## src/rtl/shrb_pkg.sv

```systemverilog
`default_nettype none

package shrb_pkg;

    // fixed field widths
    localparam int TOTAL_W  = 40;
    localparam int CAP_W    = 15;
    localparam int SMP_W    = 16;
    localparam int ACTION_W = 2;

    // parameter defaults
    localparam int STORE_DEPTH_DEF = 16384;
    localparam int READ_BURST_DEF  = 64;
    localparam int SAMPLE_BITS_DEF = 16;

    // configuration register
    localparam logic [CAP_W-1:0] CAP_RESET   = 15'd16000;
    localparam logic             CFG_IDX_CAP = 1'b0;

    // action codes
    localparam logic [ACTION_W-1:0] ACT_APPEND = 2'd0;
    localparam logic [ACTION_W-1:0] ACT_READ   = 2'd1;
    localparam logic [ACTION_W-1:0] ACT_CLEAR  = 2'd2;

    typedef struct packed {
        logic [ACTION_W-1:0]     action;
        logic signed [SMP_W-1:0] sample_in;
        logic [TOTAL_W-1:0]      start_index;
        logic [TOTAL_W-1:0]      end_index;
    } t_shrb_in;

    typedef struct packed {
        logic signed [SMP_W-1:0] sample_out;
        logic                    sample_valid;
        logic                    last;
        logic                    truncated;
        logic [TOTAL_W-1:0]      total_count;
        logic [CAP_W-1:0]        stored_count;
    } t_shrb_out;

    // shared adder/subtractor operation and result
    typedef struct packed {
        logic [TOTAL_W-1:0] a;
        logic [TOTAL_W-1:0] b;
        logic               sub;
    } t_alu_op;

    typedef struct packed {
        logic [TOTAL_W-1:0] sum;
        logic               borrow;
        logic               zero;
    } t_alu_res;

endpackage

`default_nettype wire

```

## src/rtl/shrb_addsub.sv

```systemverilog
`default_nettype none

module shrb_addsub (
    input  wire shrb_pkg::t_alu_op i_op,
    output shrb_pkg::t_alu_res o_res
);

    import shrb_pkg::*;

    logic [TOTAL_W:0] w_full;

    // a - b as a + ~b + 1, carry out high means no borrow
    always_comb begin
        w_full = {1'b0, i_op.a}
               + {1'b0, (i_op.sub ? ~i_op.b : i_op.b)}
               + {{TOTAL_W{1'b0}}, i_op.sub};
        o_res.sum    = w_full[TOTAL_W-1:0];
        o_res.borrow = i_op.sub & ~w_full[TOTAL_W];
        o_res.zero   = (w_full[TOTAL_W-1:0] == '0);
    end

endmodule

`default_nettype wire

```

## config.mk

```make
export PLATFORM = sky130hd
export DESIGN_NAME = shrb_addsub
export DESIGN_NICKNAME = d
export VERILOG_FILES = /design/src/rtl/shrb_pkg.sv /design/src/rtl/shrb_addsub.sv
export SDC_FILE = /design/constraint.sdc
export NUM_CORES = 1
export LEC_CHECK = 0
export BUFFER_PORTS_ARGS = -buffer_cell sky130_fd_sc_hd__buf_2
export CORE_MARGIN = 2
export CORE_UTILIZATION = 56
export DETAILED_ROUTE_END_ITERATION = 7
export PLACE_DENSITY = 0.95
export SLEW_MARGIN = 20
export SYNTH_ARGS = -nofsm -noshare
export SYNTH_HDL_FRONTEND = slang
export SYNTH_SLANG_ARGS = --single-unit
```

## constraint.sdc

```tcl
create_clock -name vclk -period 11.3
set_input_delay 0.565 -clock vclk [all_inputs]
set_output_delay 0.565 -clock vclk [all_outputs]
set_load 0.03 [all_outputs]
```

==> impl_metrics.toml, run 1 <==
[run_status]
status = "complete, no violations"

[global_routing]
grt_max_degree = 42
grt_pass1_vias = 3505
grt_pass1_wl_mm = 16.2
grtUsageTotal_pct = 31.2
antenna_found_initial = 0
overflow = 0

[detailed_routing]
vias = 3864
wl_mm = 9.71
drt_iter0_markers = 320
drc_errors = 0
vias_per_cell = 6.33
wire_per_inst_um = 15.9
drtAntennaViolNets = 0
drt_first_pass_iters = 5

[finish]
fill_cells = 453
final_common_cell = "buf_2"
layout.nets = 668
final_cell_mix = "buf_2, xor2_1, ha_1"
final_core_util_pct = 71.5
ff_latch_area_um2 = 0
clkbuf_count = 0
n_antenna_cell = 0
finalNonFillerCells = 610
area_delta_synth_final_pct = 21.4
nFlopsAndLatches = 0
layout-drive-gt1-share_pct = 25.6

[die]
die_area_um2 = 6080
initial_utilization_pct = 58.9
row_count = 26
fp.coreArea_um2 = 5200
die_w_um = 78.0
io-pin-count = 123
die_h_um = 78.0

[min_path]
hold_class = "in2out"
min_delay_path_depth = 3
worstHoldStart = "i_op[41]"
min_to = "o_res[2]"

[power_and_ir_drop]
powerDensity_nw_per_um2 = 116
peakVddDrop_v = 0.0000661
leakage_nw = 1.76

[critical_path]
critical_path_required_ps = 10740
cp-end-kind = "output pin"
start_kind = "input pin"
cp_max_fo = 41
worstPathArrival_ps = 4520
path_class = "in2out"

[placement]
dp_cells = 610
port_buffers = 123
gp_congestion = 0.968
dp_hpwl_mm = 8.20

[timing]
rsz0062_at_grt = "no"
setup_tns_ps = 0
drv_slew = 0
timing.final.crit_share_pct = 45.0
period_needed_ps = 5080
fmax_mhz = 197
finalHoldViolCount = 0
setup_viol = 0
worstMarginPinSlew_ps = 659
max_slew_margin_pct = 56.1

[cts]
postCtsSetupBuffers = 0
ctsHoldBuffers = 0
cts.repair.resized = 0

[synth]
yosysWarnings = 0
syn-cell-area_um2 = 3070
yosysSeqAreaShare_pct = 0
yosysUniqueCellTypes = 67
syn_inst = 429
syn_nets = 555
syn_area_per_cell_um2 = 7.15

[job]
maxCapViolations = 0
## synthesized netlist by cell type, drive strengths merged, types with 8 or more instances
cell | n | area share, %
a211oi | 8 | 2.0
a21o | 10 | 2.4
a21oi | 39 | 6.5
and2 | 11 | 2.2
ha | 44 | 18
inv | 12 | 1.5
nand2 | 34 | 4.2
nor2 | 34 | 4.2
nor3 | 15 | 2.6
o211ai | 10 | 2.6
o21ai | 26 | 4.5
xnor2 | 14 | 4.0
xor2 | 51 | 15
## layer usage
layer	global-route usage, %	up-vias	wire [um]
met5	0	-	0
met4	4.04	0	135
li1	-	1854	-
met2	52.2	224	4470
met1	44.7	1769	4240
met3	2.21	17	867
## layout make-up
type	instances	area (um2)	area share, %
multi-input combinational	405	2970	79.8
inverter	12	45.0	1.21
tap	70	87.6	2.35
timing repair buffer	123	618	16.6
## per-stage QoR
step | setup slack [ps] | total power [mW] | area, um2 | hold slack, ps
after CTS | 5860 | 0.425 | 3720 | 1500
after floorplan | 5860 | 0.311 | 3070 | 1310
final | 6220 | 0.434 | 3720 | 1510
after global routing | 5960 | 0.465 | 3720 | 1530
after detailed placement | 5870 | 0.424 | 3720 | 1500
after global placement | 6010 | 0.418 | 3720 | 1500
## cell families (layout without fill, tap and decap cells)
group                      count (synthesis)  count (layout)  share of synthesized area (%)
adders and majority gates                 45              45                           18.6
buffers and inverters                     24             135                           3.06
xor gates and xnor gates                  65              65                           18.6
AOI/OAI and AO/OA                        151             151                           34.5
and+or+nand+nor                          143             143                           24.5
muxes                                      1               1                          0.735
## power breakdown
group | switching [mW] | leakage [nW] | internal [mW]
Clock | 0 | 0 | 0
Sequential | 0 | 0 | 0
Combinational | 0.289 | 1.76 | 0.145
## worst max-delay path by stage
| stage | startpoint | end | slack [ps] | cells past startpoint |
|---|---|---|---|---|
| after floorplan | i_op[0] | o_res[0] | 5860 | 14 |
| after detailed placement | i_op[0] | o_res[0] | 5870 | 13 |
| after CTS | i_op[0] | o_res[0] | 5860 | 13 |
| after global routing | i_op[0] | o_res[0] | 5960 | 13 |
| final | i_op[0] | o_res[0] | 6220 | 13 |
| after global placement | i_op[0] | o_res[0] | 6010 | 13 |
## worst max-delay path, stage by stage
cell     delay (ps)
buf_4           530
xor2_1          160
ha_1            380
a21oi_1         310
o21ai_2         100
xor2_1          150
or4_1           490
or4_1           430
nor4_1          260
nand4_1         140
or4_4           560
nor4b_4         210
buf_2           230
Note: power is estimated with default switching activity, not from simulation.
==> run 2: changes to the inputs <==
- CORE_UTILIZATION: 56 -> 47
- PLACE_DENSITY: 0.95 -> 0.89
- clock period: 11.3 -> 4.5 ns (I/O delays scaled with it)
==> run 2 against run 1 <==
Worst setup slack worse by 6100 ps. Power rose to 2.5 times the previous value. Combinational power grew to 2.5 times the previous value. First-iteration DRC count is 14% lower. Non-clock buffer count rose by 3. Global-route usage fell by 6.4 points. Highest routed layer unchanged. Via count down 3.2%. Core utilization decreased by 12 points. Cell area up 1.3%. Critical path depth increased by 1. Cell count up 1.6%. Die area up 18%.
==> impl_metrics.toml, run 2 (synthesis results as in run 1) <==
[finish]
final_cell_mix = "buf_2, xor2_1, ha_1"
fin_area_um2 = 3770
nFlopsAndLatches = 0
final_common_cell = "buf_2"
layout-drive-gt1-share_pct = 26.2
final_core_util_pct = 59.7
finalNonFillerCells = 620
area_delta_synth_final_pct = 23.0
clkbuf_count = 0
fill_cells = 611
layout.nets = 671
multi_input_area_um2 = 2980
n_antenna_cell = 0
ff_latch_area_um2 = 0

[critical_path]
worstPathArrival_ps = 4130
cp-end-kind = "output pin"
critical_path_required_ps = 4280
start_kind = "input pin"
cp_max_fo = 14
path_class = "in2out"

[detailed_routing]
dr_wl_met3_um = 691
wl_met2_mm = 4.43
drc_errors = 0
wl_met1_mm = 4.30
highest_layer = "met4"
wl_mm = 9.61
drt_iter0_markers = 276
wire_per_inst_um = 15.5
vias = 3741
vias_per_cell = 6.03
drtAntennaViolNets = 0
drt_first_pass_iters = 5

[job]
maxCapViolations = 0

[timing]
worstMarginPinSlew_ps = 584
drv_slew = 0
period_needed_ps = 4350
whs_ps = 826
timing.final.crit_share_pct = 96.7
max_slew_margin_pct = 60.5
setup_tns_ps = 0
finalHoldViolCount = 0
rsz0062_at_grt = "no"
fin_ws_ps = 148
setup_viol = 0
fmax_mhz = 230

[global_routing]
grt_pass1_wl_mm = 15.3
grtUsageTotal_pct = 24.8
grt_pass1_vias = 3371
antenna_found_initial = 0
overflow = 0
grt_max_degree = 19

[die]
die_area_um2 = 7180
fp.coreArea_um2 = 6310
row_count = 29
die_w_um = 84.8
initial_utilization_pct = 48.6
io-pin-count = 123
die_h_um = 84.8

[power_and_ir_drop]
leakage_nw = 1.78
p_clk_share_pct = 0
switchingPower_mw = 0.724
fin_total_pwr_mw = 1.09
seqPwrFrac_pct = 0
internal_power_mw = 0.368
comb_power_share_pct = 100.0
peakVddDrop_v = 0.000184
powerDensity_nw_per_um2 = 290
switching_share_pct = 66.3

[min_path]
hold_class = "in2out"

[placement]
placed_cell_area_um2 = 3760
gp_congestion = 1.04
dp_cells = 620
dp_hpwl_mm = 8.22
port_buffers = 123
post-place-ws_ps = 140

[cts]
cts.repair.resized = 0
postCtsSetupBuffers = 0
ctsHoldBuffers = 0

[run_status]
status = "complete, no violations"
==> run 2: cell count changes in the layout (fill, tap and decap cells not counted) <==
cell      change
buf_12        +1
o21bai_2      +1
buf_2         +1
buf_6         +1
o21bai_1      -1
==> run 2: power by group through the flow <==
stage                     registers [mW]  logic, mW  clock network [mW]
after floorplan                        0      0.781                   0
after global placement                 0       1.06                   0
after detailed placement               0       1.07                   0
after CTS                              0       1.07                   0
after global routing                   0       1.17                   0
final                                  0       1.09                   0
==> run 2: layout make-up <==
type | instances | area share [%]
Timing Repair Buffer | 126 | 17.4
Inverter | 12 | 1.19
Tap cell | 77 | 2.55
Multi-Input combinational cell | 405 | 78.9
==> run 2: worst paths after layout <==
| check | start | end | slack [ps] | depth (start not counted) |
|---|---|---|---|---|
| min | i_op[41] | o_res[2] | 830 | 3 |
| max | i_op[0] | o_res[0] | 150 | 14 |
==> run 2: critical path, cell delays in order <==
cell       delay [ps]
buf_2             360
buf_12            210
xor2_1            170
ha_1              330
and4_4            240
nor2b_1           160
a221o_1           390
a2111oi_0         390
nor3_1            160
a31oi_1           270
nand4_1           200
or4_4             570
nor4b_4           210
buf_2             230
==> run 2: per-layer routing <==
metal / vias up / track usage [%]
met3: 19 / 2.06
met2: 175 / 41.5
met4: 0 / 4.76
met5: - / 0
li1: 1863 / -
met1: 1684 / 34.9
==> run 3: changes to the inputs <==
- CORE_ASPECT_RATIO: unset -> 0.8
==> run 3 against run 2 <==
Worst hold slack better by 13 ps. Non-clock buffer count unchanged. Routed wire length up 4.5%. Cell area up 0.23%. Flip-flop and latch count unchanged. Maximum frequency up 1.8%. Sequential share of layout area unchanged. Largest cell class unchanged. Highest routed layer unchanged.
==> impl_metrics.toml, run 3 (synthesis results as in run 1) <==
[critical_path]
cp-end-kind = "output pin"
crit_start = "i_op[0]"
critical_path_required_ps = 4280
slowest_stage = "or4_4"
cpLargestDelayFamily = "simple AND/OR/NAND/NOR gates"
path_class = "in2out"
cp_max_fo = 13
worstPathArrival_ps = 4050
path_cells = "buf_2, buf_4, buf_4, xor2_1, ha_1, nand2_1, o21a_1, o221ai_1, a21oi_2, xnor2_1, or4b_1, or4_4, nor4b_4, buf_2"
start_kind = "input pin"
cp_slowest_stage_delay_ps = 560
path_buf_inv = 4

[finish]
multi_input_area_um2 = 2980
final_core_util_pct = 59.6
layout.nets = 671
final_cell_mix = "buf_2, xor2_1, ha_1"
n_antenna_cell = 0
layout-drive-gt1-share_pct = 26.2
finalNonFillerCells = 627
ff_latch_area_um2 = 0
area_delta_synth_final_pct = 23.3
nFlopsAndLatches = 0
final_common_cell = "buf_2"
clkbuf_count = 0
fill_cells = 601

[power_and_ir_drop]
leakage_nw = 1.78
peakVddDrop_v = 0.000156
powerDensity_nw_per_um2 = 290

[timing]
rsz0062_at_grt = "no"
period_needed_ps = 4280
timing.final.crit_share_pct = 95.0
drv_slew = 0
setup_viol = 0
fmax_mhz = 234
setup_tns_ps = 0
max_slew_margin_pct = 53.0
finalHoldViolCount = 0
worstMarginPinSlew_ps = 695

[cts]
ctsHoldBuffers = 0
postCtsSetupBuffers = 0

[detailed_routing]
wl_mm = 10.0
drt_first_pass_iters = 5
wire_per_inst_um = 16.0
vias = 3806
drc_errors = 0
vias_per_cell = 6.07
drtAntennaViolNets = 0
drt_iter0_markers = 353

[placement]
dp_hpwl_mm = 8.67
gp_congestion = 1.03
port_buffers = 123
dp_cells = 627

[die]
die_h_um = 76.2
row_count = 26
initial_utilization_pct = 48.3
die_area_um2 = 7190
fp.coreArea_um2 = 6340
io-pin-count = 123
die_w_um = 94.3

[global_routing]
grt_pass1_vias = 3290
grt_pass1_wl_mm = 16.2
met1_usage_pct = 41.7
use_met3_pct = 1.98
overflow = 0
antenna_found_initial = 0
grtUsageMet2_pct = 41.6
busiest_layer = "met1"
grtUsageTotal_pct = 26.7
grt_max_degree = 16

[run_status]
status = "complete, no violations"

[min_path]
worstHoldStart = "i_op[41]"
hold_class = "in2out"

[job]
maxCapViolations = 0
==> run 3: cell counts in the layout (fill, tap and decap cells not counted) <==
No cell type changed its count.
==> run 3: repair_timing <==
action	CTS	global route
endpoints found under the setup margin	0	1
gates resized for setup	0	4
endpoints found under the hold margin	0	0
==> run 3: layout make-up <==
cell class	instances	area share, %
inverter	12	1.19
timing repair buffer	126	17.2
multi-input combinational	405	78.8
tap	84	2.78
==> run 3: path summary, 6_finish.rpt <==
check,end,slack (ps),cells after the start
setup / recovery,o_res[0],220,14
hold / removal,o_res[2],840,3
==> run 3: power breakdown <==
group | switching, mW | leakage [nW] | internal, mW
combinational | 0.729 | 1.78 | 0.367
clock | 0 | 0 | 0
sequential | 0 | 0 | 0
==> run 3: metal layers <==
layer | wire length [um] | part of all wire, %
met1 | 4900 | 49
met4 | 56 | 0.56
met5 | 0 | 0
met3 | 773 | 7.7
met2 | 4310 | 43
==> run 3: per-stage QoR <==
stage | instance area [um2] | hold slack (ps) | power, mW | worst slack, ps
floorplan | 3070 | 628 | 0.781 | 107
detailed placement | 3770 | 846 | 1.07 | 230
global placement | 3770 | 816 | 1.07 | 252
finish | 3780 | 839 | 1.10 | 223
global route | 3780 | 865 | 1.18 | 3.60
CTS | 3770 | 845 | 1.08 | 213
